## config.mk

```make
export PLATFORM = sky130hd
export DESIGN_NAME = midpoint_circle_point_generator_top_flat
export DESIGN_NICKNAME = d
export VERILOG_FILES = /design/src/design/mpc_pkg.sv /design/src/design/mpc_in_if.sv /design/src/design/mpc_out_if.sv /design/src/design/mpc_point.sv /design/src/design/midpoint_circle_point_generator_top.sv /design/src/flat_wrapper.sv
export SDC_FILE = /design/constraint.sdc
export NUM_CORES = 1
export LEC_CHECK = 0
export BUFFER_PORTS_ARGS = -buffer_cell sky130_fd_sc_hd__buf_2
export CAP_MARGIN = 25
export CORE_MARGIN = 5
export CORE_UTILIZATION = 50
export CTS_CLUSTER_SIZE = 30
export DETAILED_ROUTE_END_ITERATION = 16
export GPL_TIMING_DRIVEN = 0
export HOLD_SLACK_MARGIN = 0.1
export PLACE_DENSITY = 0.74
export SLEW_MARGIN = 20
export SYNTH_ARGS = -nofsm -noshare
export SYNTH_HDL_FRONTEND = slang
export SYNTH_SLANG_ARGS = --single-unit
export TNS_END_PERCENT = 100
```

## constraint.sdc

```tcl
create_clock -name clk_i -period 4.8 [get_ports clk_i]
set_input_delay 0.48 -clock clk_i [delete_from_list [all_inputs] [get_ports clk_i]]
set_output_delay 0.48 -clock clk_i [all_outputs]
set_load 0.005 [all_outputs]
```

## src/design/mpc_pkg.sv

```systemverilog
`default_nettype none
// ----------------------------------------------------------------------------
// Midpoint circle package
// Shared codes, default widths and arithmetic constants of the circle walker.
// ----------------------------------------------------------------------------
package mpc_pkg;

  localparam int X_BITS_DEF      = 8;
  localparam int Y_BITS_DEF      = 9;
  localparam int RADIUS_BITS_DEF = 8;
  localparam int COLOR_BITS      = 16;

  localparam logic ACTION_START = 1'b0;
  localparam logic ACTION_TICK  = 1'b1;

  typedef logic [2:0] octant_t;

  localparam octant_t OCT_FIRST = 3'd0;
  localparam octant_t OCT_LAST  = 3'd7;

  localparam int DEC_INIT  = 3;
  localparam int DEC_DIAG  = 10;
  localparam int DEC_HORIZ = 6;

endpackage
`default_nettype wire

```

## src/design/mpc_in_if.sv

```systemverilog
`default_nettype none
// ----------------------------------------------------------------------------
// Circle command channel
// Valid/ready channel carrying start and tick items into the circle walker.
// ----------------------------------------------------------------------------
interface mpc_in_if #(
  parameter int X_BITS      = mpc_pkg::X_BITS_DEF,
  parameter int Y_BITS      = mpc_pkg::Y_BITS_DEF,
  parameter int RADIUS_BITS = mpc_pkg::RADIUS_BITS_DEF
);
  logic                            valid;
  logic                            ready;
  logic                            action;
  logic [X_BITS-1:0]               center_x;
  logic [Y_BITS-1:0]               center_y;
  logic [RADIUS_BITS-1:0]          radius;
  logic [mpc_pkg::COLOR_BITS-1:0]  pixel_color;
  logic                            filled;

  modport source (
    output valid, action, center_x, center_y, radius, pixel_color, filled,
    input  ready
  );
  modport sink (
    input  valid, action, center_x, center_y, radius, pixel_color, filled,
    output ready
  );
endinterface
`default_nettype wire

```

## src/design/mpc_out_if.sv

```systemverilog
`default_nettype none
// ----------------------------------------------------------------------------
// Circle pixel channel
// Valid/ready channel carrying generated pixels out of the circle walker.
// ----------------------------------------------------------------------------
interface mpc_out_if #(
  parameter int X_BITS = mpc_pkg::X_BITS_DEF,
  parameter int Y_BITS = mpc_pkg::Y_BITS_DEF
);
  logic                           valid;
  logic                           ready;
  logic [X_BITS-1:0]              point_x;
  logic [Y_BITS-1:0]              point_y;
  logic [mpc_pkg::COLOR_BITS-1:0] point_color;
  logic                           last_point;

  modport source (
    output valid, point_x, point_y, point_color, last_point,
    input  ready
  );
  modport sink (
    input  valid, point_x, point_y, point_color, last_point,
    output ready
  );
endinterface
`default_nettype wire

```

## src/design/mpc_point.sv

```systemverilog
`default_nettype none
// ----------------------------------------------------------------------------
// Octant point mapper
// Maps the step offsets onto one of the eight symmetric pixels of a circle.
// ----------------------------------------------------------------------------
module mpc_point #(
  parameter int X_BITS      = mpc_pkg::X_BITS_DEF,
  parameter int Y_BITS      = mpc_pkg::Y_BITS_DEF,
  parameter int RADIUS_BITS = mpc_pkg::RADIUS_BITS_DEF
) (
  input  wire logic [X_BITS-1:0]      cx_i,
  input  wire logic [Y_BITS-1:0]      cy_i,
  input  wire logic [RADIUS_BITS:0]   off_a_i,
  input  wire logic [RADIUS_BITS:0]   off_c_i,
  input  wire mpc_pkg::octant_t       octant_i,
  output logic      [X_BITS-1:0]      px_o,
  output logic      [Y_BITS-1:0]      py_o
);

  localparam int OFF_W = RADIUS_BITS + 1;
  localparam int XS_W  = (X_BITS > OFF_W) ? X_BITS : OFF_W;
  localparam int YS_W  = (Y_BITS > OFF_W) ? Y_BITS : OFF_W;

  logic [XS_W-1:0] cx_w, xa_p, xa_m, xc_p, xc_m;
  logic [YS_W-1:0] cy_w, ya_p, ya_m, yc_p, yc_m;
  logic [XS_W-1:0] px_w;
  logic [YS_W-1:0] py_w;

  assign cx_w = XS_W'(cx_i);
  assign cy_w = YS_W'(cy_i);
  assign xa_p = cx_w + XS_W'(off_a_i);
  assign xa_m = cx_w - XS_W'(off_a_i);
  assign xc_p = cx_w + XS_W'(off_c_i);
  assign xc_m = cx_w - XS_W'(off_c_i);
  assign ya_p = cy_w + YS_W'(off_a_i);
  assign ya_m = cy_w - YS_W'(off_a_i);
  assign yc_p = cy_w + YS_W'(off_c_i);
  assign yc_m = cy_w - YS_W'(off_c_i);

  always_comb begin
    unique case (octant_i)
      3'd0: begin px_w = xa_p; py_w = yc_m; end
      3'd1: begin px_w = xc_p; py_w = ya_m; end
      3'd2: begin px_w = xc_p; py_w = ya_p; end
      3'd3: begin px_w = xa_p; py_w = yc_p; end
      3'd4: begin px_w = xa_m; py_w = yc_p; end
      3'd5: begin px_w = xc_m; py_w = ya_p; end
      3'd6: begin px_w = xc_m; py_w = ya_m; end
      default: begin px_w = xa_m; py_w = yc_m; end
    endcase
  end

  assign px_o = px_w[X_BITS-1:0];
  assign py_o = py_w[Y_BITS-1:0];

endmodule
`default_nettype wire

```

## src/design/midpoint_circle_point_generator_top.sv

```systemverilog
`default_nettype none
// ----------------------------------------------------------------------------
// Midpoint circle point generator
// Walks a Bresenham midpoint circle and hands out one pixel per tick item.
// ----------------------------------------------------------------------------
// Usage:
// The command channel in_i carries start and tick items. A start item loads
// the centre, radius, colour and outline or filled mode and produces no pixel;
// a start while a circle is running replaces it. Each tick item accepted
// while a circle is running produces exactly one pixel on out_o; ticks with
// no circle running are taken and dropped. The final pixel of a circle has
// last_point set.
// The pixel for a tick is registered: it is valid on out_o in the cycle
// after the tick is accepted. One item is accepted every cycle while out_o
// is not stalled, as a single step of decision and octant logic lies
// between the state registers and the pixel register. When the receiver
// stalls, the pixel is held in the output register and in_i is not ready
// until it has been transferred.
// Reset leaves the block idle with no pixel pending.
// ----------------------------------------------------------------------------
module midpoint_circle_point_generator_top #(
  parameter int X_BITS      = mpc_pkg::X_BITS_DEF,
  parameter int Y_BITS      = mpc_pkg::Y_BITS_DEF,
  parameter int RADIUS_BITS = mpc_pkg::RADIUS_BITS_DEF
) (
  input  wire logic clk_i,
  input  wire logic rst_ni,
  mpc_in_if.sink    in_i,
  mpc_out_if.source out_o
);

  localparam int AB_W = RADIUS_BITS + 2;
  localparam int D_W  = RADIUS_BITS + 5;
  localparam int CW   = mpc_pkg::COLOR_BITS;

  logic                    busy_q, busy_d;
  logic [X_BITS-1:0]       cx_q, cx_d;
  logic [Y_BITS-1:0]       cy_q, cy_d;
  logic [CW-1:0]           color_q, color_d;
  logic                    fill_q, fill_d;
  logic signed [AB_W-1:0]  a_q, a_d, b_q, b_d, fc_q, fc_d;
  logic signed [AB_W-1:0]  a_nx, diff;
  mpc_pkg::octant_t        oct_q, oct_d;
  logic signed [D_W-1:0]   dec_q, dec_d;

  logic                    out_valid_q, out_valid_d;
  logic [X_BITS-1:0]       out_x_q;
  logic [Y_BITS-1:0]       out_y_q;
  logic [CW-1:0]           out_color_q;
  logic                    out_last_q, out_last_d;

  logic                    in_fire, emit;
  logic signed [AB_W-1:0]  c_sel;
  logic [X_BITS-1:0]       px;
  logic [Y_BITS-1:0]       py;

  assign in_i.ready = !out_valid_q || out_o.ready;
  assign in_fire    = in_i.valid && in_i.ready;
  assign c_sel      = fill_q ? fc_q : b_q;

  mpc_point #(
    .X_BITS      (X_BITS),
    .Y_BITS      (Y_BITS),
    .RADIUS_BITS (RADIUS_BITS)
  ) u_point (
    .cx_i     (cx_q),
    .cy_i     (cy_q),
    .off_a_i  (a_q[RADIUS_BITS:0]),
    .off_c_i  (c_sel[RADIUS_BITS:0]),
    .octant_i (oct_q),
    .px_o     (px),
    .py_o     (py)
  );

  always_comb begin
    busy_d      = busy_q;
    cx_d        = cx_q;
    cy_d        = cy_q;
    color_d     = color_q;
    fill_d      = fill_q;
    a_d         = a_q;
    b_d         = b_q;
    fc_d        = fc_q;
    oct_d       = oct_q;
    dec_d       = dec_q;
    emit        = 1'b0;
    out_last_d  = 1'b0;
    a_nx        = a_q + AB_W'(1);
    diff        = a_nx - b_q;
    if (in_fire) begin
      if (in_i.action == mpc_pkg::ACTION_START) begin
        busy_d  = 1'b1;
        cx_d    = in_i.center_x;
        cy_d    = in_i.center_y;
        color_d = in_i.pixel_color;
        fill_d  = in_i.filled;
        a_d     = '0;
        b_d     = signed'(AB_W'(in_i.radius));
        fc_d    = '0;
        oct_d   = mpc_pkg::OCT_FIRST;
        dec_d   = signed'(D_W'(mpc_pkg::DEC_INIT)) - signed'(D_W'({in_i.radius, 1'b0}));
      end else if (busy_q) begin
        emit = 1'b1;
        if (oct_q != mpc_pkg::OCT_LAST) begin
          oct_d = oct_q + 3'd1;
        end else begin
          oct_d = mpc_pkg::OCT_FIRST;
          if (fill_q && (fc_q < b_q)) begin
            fc_d = fc_q + AB_W'(1);
          end else begin
            a_d  = a_nx;
            fc_d = a_nx;
            if (dec_q < 0) begin
              dec_d = dec_q + (D_W'(a_nx) <<< 2) + D_W'(mpc_pkg::DEC_HORIZ);
            end else begin
              dec_d = dec_q + (D_W'(diff) <<< 2) + D_W'(mpc_pkg::DEC_DIAG);
              b_d   = b_q - AB_W'(1);
            end
            if (a_nx > b_d) begin
              busy_d     = 1'b0;
              out_last_d = 1'b1;
            end
          end
        end
      end
    end
  end

  always_comb begin
    out_valid_d = out_valid_q;
    if (emit) begin
      out_valid_d = 1'b1;
    end else if (out_o.ready) begin
      out_valid_d = 1'b0;
    end
  end

  always_ff @(posedge clk_i or negedge rst_ni) begin
    if (!rst_ni) begin
      busy_q      <= 1'b0;
      cx_q        <= '0;
      cy_q        <= '0;
      color_q     <= '0;
      fill_q      <= 1'b0;
      a_q         <= '0;
      b_q         <= '0;
      fc_q        <= '0;
      oct_q       <= mpc_pkg::OCT_FIRST;
      dec_q       <= '0;
      out_valid_q <= 1'b0;
    end else begin
      busy_q      <= busy_d;
      cx_q        <= cx_d;
      cy_q        <= cy_d;
      color_q     <= color_d;
      fill_q      <= fill_d;
      a_q         <= a_d;
      b_q         <= b_d;
      fc_q        <= fc_d;
      oct_q       <= oct_d;
      dec_q       <= dec_d;
      out_valid_q <= out_valid_d;
    end
  end

  always_ff @(posedge clk_i) begin
    if (emit) begin
      out_x_q     <= px;
      out_y_q     <= py;
      out_color_q <= color_q;
      out_last_q  <= out_last_d;
    end
  end

  assign out_o.valid       = out_valid_q;
  assign out_o.point_x     = out_x_q;
  assign out_o.point_y     = out_y_q;
  assign out_o.point_color = out_color_q;
  assign out_o.last_point  = out_last_q;

`ifndef SYNTH
  a_last_ends_circle: assert property (@(posedge clk_i) disable iff (!rst_ni)
    (out_valid_q && out_last_q) |-> !busy_q)
    else $error("Final pixel pending while a circle is still running.");

  a_octant_idle: assert property (@(posedge clk_i) disable iff (!rst_ni)
    (oct_q != mpc_pkg::OCT_FIRST) |-> busy_q)
    else $error("Octant advanced with no circle running.");

  a_step_order: assert property (@(posedge clk_i) disable iff (!rst_ni)
    busy_q |-> (a_q <= b_q) && (a_q >= 0))
    else $error("Running circle has step offsets out of order.");

  a_fill_span: assert property (@(posedge clk_i) disable iff (!rst_ni)
    (busy_q && fill_q) |-> (fc_q >= a_q) && (fc_q <= b_q))
    else $error("Fill offset outside the current span.");

  a_stall_hold: assert property (@(posedge clk_i) disable iff (!rst_ni)
    (out_valid_q && !out_o.ready) |=> out_valid_q && $stable(out_x_q) && $stable(out_y_q))
    else $error("Pending pixel changed while the receiver stalled.");
`endif

endmodule
`default_nettype wire
```

## src/flat_wrapper.sv

```systemverilog
// flat-port wrapper written by rule: the top's interface ports become plain ports
module midpoint_circle_point_generator_top_flat 
#(
  parameter int X_BITS      = mpc_pkg::X_BITS_DEF,
  parameter int Y_BITS      = mpc_pkg::Y_BITS_DEF,
  parameter int RADIUS_BITS = mpc_pkg::RADIUS_BITS_DEF
)
  (clk_i, rst_ni, in_i_valid, in_i_action, in_i_center_x, in_i_center_y, in_i_radius, in_i_pixel_color, in_i_filled, in_i_ready, out_o_valid, out_o_point_x, out_o_point_y, out_o_point_color, out_o_last_point, out_o_ready);
  mpc_in_if #(.X_BITS(X_BITS), .Y_BITS(Y_BITS), .RADIUS_BITS(RADIUS_BITS)) in_i_i ();
  mpc_out_if #(.X_BITS(X_BITS), .Y_BITS(Y_BITS)) out_o_i ();
  input  wire logic clk_i;
  input  wire logic rst_ni;
  input wire logic [$bits(in_i_i.valid)-1:0] in_i_valid;
  input wire logic [$bits(in_i_i.action)-1:0] in_i_action;
  input wire logic [$bits(in_i_i.center_x)-1:0] in_i_center_x;
  input wire logic [$bits(in_i_i.center_y)-1:0] in_i_center_y;
  input wire logic [$bits(in_i_i.radius)-1:0] in_i_radius;
  input wire logic [$bits(in_i_i.pixel_color)-1:0] in_i_pixel_color;
  input wire logic [$bits(in_i_i.filled)-1:0] in_i_filled;
  output wire logic [$bits(in_i_i.ready)-1:0] in_i_ready;
  output wire logic [$bits(out_o_i.valid)-1:0] out_o_valid;
  output wire logic [$bits(out_o_i.point_x)-1:0] out_o_point_x;
  output wire logic [$bits(out_o_i.point_y)-1:0] out_o_point_y;
  output wire logic [$bits(out_o_i.point_color)-1:0] out_o_point_color;
  output wire logic [$bits(out_o_i.last_point)-1:0] out_o_last_point;
  input wire logic [$bits(out_o_i.ready)-1:0] out_o_ready;
  assign in_i_i.valid = in_i_valid;
  assign in_i_i.action = in_i_action;
  assign in_i_i.center_x = in_i_center_x;
  assign in_i_i.center_y = in_i_center_y;
  assign in_i_i.radius = in_i_radius;
  assign in_i_i.pixel_color = in_i_pixel_color;
  assign in_i_i.filled = in_i_filled;
  assign in_i_ready = in_i_i.ready;
  assign out_o_valid = out_o_i.valid;
  assign out_o_point_x = out_o_i.point_x;
  assign out_o_point_y = out_o_i.point_y;
  assign out_o_point_color = out_o_i.point_color;
  assign out_o_last_point = out_o_i.last_point;
  assign out_o_i.ready = out_o_ready;
  midpoint_circle_point_generator_top #(.X_BITS(X_BITS), .Y_BITS(Y_BITS), .RADIUS_BITS(RADIUS_BITS)) u_core (.clk_i(clk_i), .rst_ni(rst_ni), .in_i(in_i_i), .out_o(out_o_i));
endmodule
```

==> results of run 1 <==
## layout make-up
cell class / instances / area share [%]
clock inverter: 10 / 1.08
clock buffer: 22 / 4.59
tap: 225 / 2.78
timing repair buffer: 86 / 4.62
buffer: 43 / 1.81
multi-input combinational: 781 / 52.8
inverter: 58 / 2.15
sequential: 115 / 30.1
## timing repair
item | 4_1_cts | 5_1_grt
pin swaps | 0 | 1
buffers inserted | 0 | 3
gates resized for setup | 2 | 15
hold buffers | 1 | 0
setup endpoints to repair | 1 | 3
hold endpoints to repair | 37 | 0
## state kept, by name, indices dropped and copies added (netlist names)
register                  count
u_core.out_o.last_point       1
u_core.out_o.point_y          9
u_core.a_q                   10
u_core.b_q                   10
u_core.busy_q                 1
u_core.fc_q                  10
u_core.cy_q                   9
u_core.color_q               16
u_core.out_o.point_color     16
u_core.cx_q                   8
u_core.out_o.valid            1
u_core.fill_q                 1
u_core.out_o.point_x          8
u_core.dec_q                 12
u_core.oct_q                  3
## layer usage
metal / GRT usage (%) / up-vias / wire length, um
li1: - / 3774 / -
met1: 29.8 / 3633 / 10000
met2: 41.5 / 273 / 11900
met3: 4.00 / 66 / 1310
met4: 10.1 / 0 / 757
met5: 0 / - / 0
## cells in the mapped netlist (4+ instances only)
cell type / n
nand4_1: 4
nand3_1: 19
or3_1: 4
buf_2: 6
xor2_1: 20
nor2_1: 57
o21ai_0: 75
ha_1: 95
a221oi_1: 16
inv_1: 57
o31ai_1: 5
o22ai_1: 17
dfrtp_1: 81
nor3_1: 23
a31oi_1: 8
edfxtp_1: 34
fa_1: 5
buf_1: 5
o211ai_1: 7
o2bb2ai_1: 4
nand2_1: 182
mux2_2: 4
a21o_1: 15
a211oi_1: 9
clkbuf_1: 30
mux2i_1: 16
nor2b_1: 12
o21a_1: 9
a21boi_0: 4
a21oi_1: 52
xnor2_1: 47
and3_1: 7
nand2b_1: 7
nor4_1: 4
## per-stage QoR
stage,total power (uW),std cells,utilization [%],setup slack [ps],setup TNS [ps]
2_1_floorplan,4200,997,-,558,0
3_3_place_gp,4990,1303,54.6,-59.6,-59.6
3_5_place_dp,5090,1304,54.8,-107,-107
4_1_cts,6350,1337,58.2,1.69,0
5_1_grt,6920,1340,58.7,2.60,0
6_report,6400,1340,58.7,253,0
## power by group through the flow
stage          Clock [uW]  Sequential, uW  Combinational, uW
2_1_floorplan           0            1440               2760
3_3_place_gp            0            1470               3520
3_5_place_dp            0            1480               3610
4_1_cts              1260            1460               3640
5_1_grt              1300            1490               4120
6_report             1250            1460               3690
## cells by family after synthesis
family	count (synthesis)	share of synthesized area, %
multiplexers	20	2.35
flip-flops	115	34.9
buffers and inverters	101	4.52
AND/OR/NAND/NOR	341	17.7
adder cells (fa/ha/maj)	100	14.8
AO/OA/AOI/OAI	251	18.5
XOR/XNOR	69	7.24
## critical path, delay by kind of cell (launching register included)
kind	cells	cell delay (ps)
flip-flops	1	440
adder cells (fa/ha/maj)	4	1390
AND/OR/NAND/NOR	2	180
AO/OA/AOI/OAI	9	1900
XOR/XNOR	1	160
buffers and inverters	2	360
## final timing paths
check                                              start                               endpoint  cells past startpoint
max reg2reg                    u_core.a_q[0]$_DFFE_PN0P_           u_core.dec_q[12]$_DFFE_PN0P_                     18
min in group asynchronous                         rst_ni             u_core.cx_q[0]$_DFFE_PN0P_                      2
max                            u_core.a_q[0]$_DFFE_PN0P_           u_core.dec_q[12]$_DFFE_PN0P_                     18
min                                     in_i_center_y[8]             u_core.cy_q[8]$_DFFE_PN0P_                      3
min reg2reg                u_core.color_q[3]$_DFFE_PN0P_  u_core.out_o.point_color[3]$_DFFE_PP_                      0
max in group asynchronous                         rst_ni             u_core.fc_q[1]$_DFFE_PN0P_                      3
==> results.py, run 1 <==
metrics = {
    "run_status": {
        "outcome": "finished clean",
    },
    "global_route": {
        "gr-total-overflow": 0,
        "grt_pass1_vias": 7679,
        "grt_pass1_wl_um": 38600,
        "grt_use_total_pct": 24.0,
        "grt_max_degree": 45,
        "grt_antenna_before_repair": 0,
    },
    "logic_synthesis": {
        "synth_area_leader_cell": "dfrtp_1",
        "synth_top_area_share_pct": 23.2,
        "synthCells": 997,
        "syn-mean-instance-area_um2": 8.75,
        "netlist_top_cells_area": "dfrtp_1, ha_1, edfxtp_1",
        "synth-warning-count": 0,
        "synth_area_um2": 8720,
        "synth_cell_types": 66,
        "ys.flop_type": "dfrtp_1",
        "ys_seq_elements": 115,
        "syn-num-nets": 1144,
        "synth_edf_count": 34,
        "ys_seq_area_share_pct": 34.9,
        "async_reset_ff_share_pct": 70.4,
    },
    "setup_path": {
        "slowest_delay_ps": 440,
        "ff2ff_setup_slack_ps": 250,
        "crit_chain": "clkbuf_4 > inv_1 > ha_4 > fa_1 > a21o_1 > a21oi_1 > o21bai_1 > a21oi_2 > o21ai_0 > xor2_1 > ha_1 > ha_1 > nand3_1 > o311a_1 > o21a_1 > a211o_1 > a211oi_1 > nor3_1",
        "crit_top_cell": "ha_1",
        "arrival_ps": 4860,
        "required_ps": 5110,
        "critPathLaunchType": "register",
        "slowest_stage": "dfrtp_2",
        "crit_path_end_kind": "register",
        "critPathKind": "reg2reg",
        "worstPathMaxFanout": 10,
    },
    "cells_and_area": {
        "regArea_um2": 3050,
        "nNetsFinal": 1249,
        "area_growth_pct": 16.0,
        "antenna_cells": 0,
        "multi_input_area_um2": 5350,
        "fin_area_um2": 10100,
        "drive_gt1_share_pct": 13.5,
        "fillers": 1496,
        "final_cell_mix": "nand2_1, ha_1, buf_2",
        "final_common_cell": "nand2_1",
    },
    "sta": {
        "max_slew.worst_pin.slew_ps": 1040,
        "setup_violations": 0,
        "fmax_mhz": 220,
        "drv_slew": 0,
        "rsz0062_at_grt": "no",
        "fin_crit_sh_pct": 94.7,
        "fin_crit_ps": 4550,
        "fin_skew_ps": 11.7,
        "hold_viol_final": 0,
        "max-slew-margin-rel_pct": 30.5,
        "hold_ws_ps": 241,
    },
    "floorplan": {
        "core_area_um2": 17200,
        "rows": 48,
        "die_height_um": 142,
        "start_util_pct": 50.6,
        "dieArea_um2": 20200,
        "ios": 83,
        "die_w_um": 142,
    },
    "cts": {
        "clock_latency_ps": 430,
        "cts_sinks": 115,
        "cts_root_buf": "clkbuf_16",
        "path_clk_slew_ps": 60,
        "cts_tree": "built",
        "ctsHtreeMaxLevel": 4,
        "cts_buffers": 17,
        "ctsLongestPathBuffers": 2,
    },
    "detailed_routing": {
        "vias": 7746,
        "drt-total-wl_um": 24000,
        "viasPerCell": 5.78,
        "drc": 0,
        "ant_nets": 0,
        "drt-wirelength-per-cell_um": 17.9,
        "drt_iter0_drc": 821,
        "drt_pass1_iterations": 5,
    },
    "placement": {
        "postPlaceCellArea_um2": 9440,
        "gp_congestion": 0.984,
        "numPortBuffers": 81,
        "place.detailed.hpwl_um": 18000,
    },
    "pwr": {
        "pwr-share-comb_pct": 57.6,
        "vdd_drop_max_uv": 549,
        "clockPowerShare_pct": 19.5,
        "sw_frac_of_total_pct": 42.6,
        "leakage_uw": 0.00468,
        "p_seq_share_pct": 22.9,
        "power_density_nw_per_um2": 632,
        "p_int_uw": 3670,
        "power_switching_uw": 2730,
    },
    "hold_path": {
        "holdCritPathClass": "in2reg",
    },
    "flow_run": {
        "drv_cap": 0,
    },
}
Note: power is estimated with default switching activity, not from simulation.
==> inputs of run 2 (changes only) <==
CORE_UTILIZATION = 45   (was 50)
PLACE_DENSITY = 0.68   (was 0.74)
==> results.py, run 2 (synthesis results as in run 1) <==
metrics = {
    "global_route": {
        "gr-total-overflow": 0,
        "grt_max_degree": 48,
        "grt_antenna_before_repair": 0,
        "grt_pass1_vias": 7567,
        "grt_use_total_pct": 22.0,
        "grt_pass1_wl_um": 38400,
    },
    "cts": {
        "cts_buffers": 17,
        "cts_sinks": 115,
        "cts_root_buf": "clkbuf_16",
        "cts_tree": "built",
        "clock_latency_ps": 430,
        "ctsLongestPathBuffers": 2,
        "path_clk_slew_ps": 60,
        "ctsHtreeMaxLevel": 4,
    },
    "cells_and_area": {
        "area_growth_pct": 17.1,
        "post-route-util_pct": 53.0,
        "final_cell_mix": "nand2_1, ha_1, buf_2",
        "layout.cells.non_filler": 1379,
        "antenna_cells": 0,
        "drive_gt1_share_pct": 13.8,
        "fin_area_um2": 10200,
        "final_common_cell": "nand2_1",
        "nNetsFinal": 1248,
    },
    "sta": {
        "fin_crit_sh_pct": 94.2,
        "fin_crit_ps": 4520,
        "hold_ws_ps": 237,
        "max_slew.worst_pin.slew_ps": 1020,
        "max-slew-margin-rel_pct": 31.9,
        "hold_viol_final": 0,
        "setup_violations": 0,
        "drv_slew": 0,
        "fin_skew_ps": 11.5,
        "fmax_mhz": 221,
    },
    "detailed_routing": {
        "vias": 7718,
        "drt_pass1_iterations": 5,
        "drt_iter0_drc": 452,
        "drt-wirelength-per-cell_um": 17.7,
        "viasPerCell": 5.60,
        "drt-total-wl_um": 24400,
        "drc": 0,
        "ant_nets": 0,
    },
    "setup_path": {
        "crit_family": "compound AO/OA/AOI/OAI gates",
        "crit_chain": "clkbuf_2 > and3_1 > nand3_1 > xnor2_1 > ha_1 > and2_1 > o21a_1 > nor2_1 > xnor2_1 > ha_1 > ha_1 > nand3_1 > o311a_1 > o21a_1 > a211o_1 > a211oi_1 > nor3_1",
        "crit_path_end_kind": "register",
        "crit_top_cell": "ha_1",
        "required_ps": 5100,
        "critPathKind": "reg2reg",
        "arrival_ps": 4820,
        "critPathLaunchType": "register",
        "crit_buf_inv": 1,
        "slowest_delay_ps": 500,
        "worstPathMaxFanout": 10,
        "slowest_stage": "xnor2_1",
    },
    "floorplan": {
        "die_height_um": 149,
        "die_w_um": 149,
        "dieArea_um2": 22300,
        "ios": 83,
        "start_util_pct": 45.3,
        "rows": 51,
        "core_area_um2": 19300,
    },
    "placement": {
        "place.detailed.hpwl_um": 18600,
        "placedCellCount": 1344,
        "postPlaceCellArea_um2": 9490,
        "numPortBuffers": 81,
        "gp_congestion": 0.933,
    },
    "flow_run": {
        "drv_cap": 0,
    },
    "pwr": {
        "leakage_uw": 0.00469,
        "finalPower_uw": 6440,
        "vdd_drop_max_uv": 539,
        "power_density_nw_per_um2": 630,
    },
    "run_status": {
        "outcome": "finished clean",
    },
    "hold_path": {
        "holdCritPathClass": "in2reg",
    },
}
==> run 2: cell count changes in the layout (fill, tap and decap cells not counted), moves of 2 or more <==
| cell | previous run | this run |
|---|---|---|
| clkbuf_1 | 31 | 29 |
| buf_2 | 85 | 87 |
| clkbuf_8 | 2 | 0 |
| nand3_2 | 3 | 5 |
| clkinv_2 | 3 | 1 |
| clkbuf_2 | 3 | 1 |
| nand3_1 | 19 | 17 |
| inv_6 | 0 | 3 |
| clkinv_4 | 0 | 3 |
==> run 2: final timing paths <==
check	start	endpoint	slack, ps	depth (start not counted)
hold reg to reg	u_core.color_q[11]$_DFFE_PN0P_	u_core.out_o.point_color[11]$_DFFE_PP_	440	0
setup / recovery	u_core.a_q[4]$_DFFE_PN0P_	u_core.dec_q[12]$_DFFE_PN0P_	280	17
min in group asynchronous	rst_ni	u_core.cx_q[4]$_DFFE_PN0P_	570	2
hold / removal	in_i_pixel_color[2]	u_core.color_q[2]$_DFFE_PN0P_	240	3
setup reg to reg	u_core.a_q[4]$_DFFE_PN0P_	u_core.dec_q[12]$_DFFE_PN0P_	280	17
max in group asynchronous	rst_ni	u_core.busy_q$_DFFE_PN0P_	3600	3
==> run 2: stage by stage <==
| step | setup WS (ps) | setup TNS, ps |
|---|---|---|
| final | 279 | 0 |
| after global routing | -1.93 | -1.93 |
| after CTS | 2.27 | 0 |
| after detailed placement | -126 | -126 |
| after global placement | -95.6 | -95.6 |
| after floorplan | 558 | 0 |
==> run 2: repair_timing <==
item	4_1_cts	5_1_grt
gates resized for setup	4	20
hold buffers	1	0
pin swaps	0	2
buffers inserted	0	2
hold endpoints to repair	34	0
setup endpoints to repair	1	2
gates cloned	0	0
==> run 2: layout make-up <==
type	instances	area, um^2
buffer	43	186
clock buffer	18	429
clock inverter	14	178
fill	1838	9050
inverter	58	218
multi-input combinational	781	5370
sequential	115	3050
tap	265	332
timing repair buffer	85	460
==> run 2: metal layers <==
metal	vias to the layer above	track usage [%]	wire length (um)
li1	3776	-	-
met1	3651	26.9	10200
met2	230	37.6	12000
met3	61	3.95	1250
met4	0	10.8	957
met5	-	0	0
==> run 2: worst min-delay path: stages <==
cell and delay, ps:
buf_2 70, nand2_1 40, nand2_1 40
==> run 2: report_power, final <==
group          internal, uW  total, uW  switching [uW]
registers              1290       1470             179
clock network           820       1310             494
logic                  1590       3650            2070
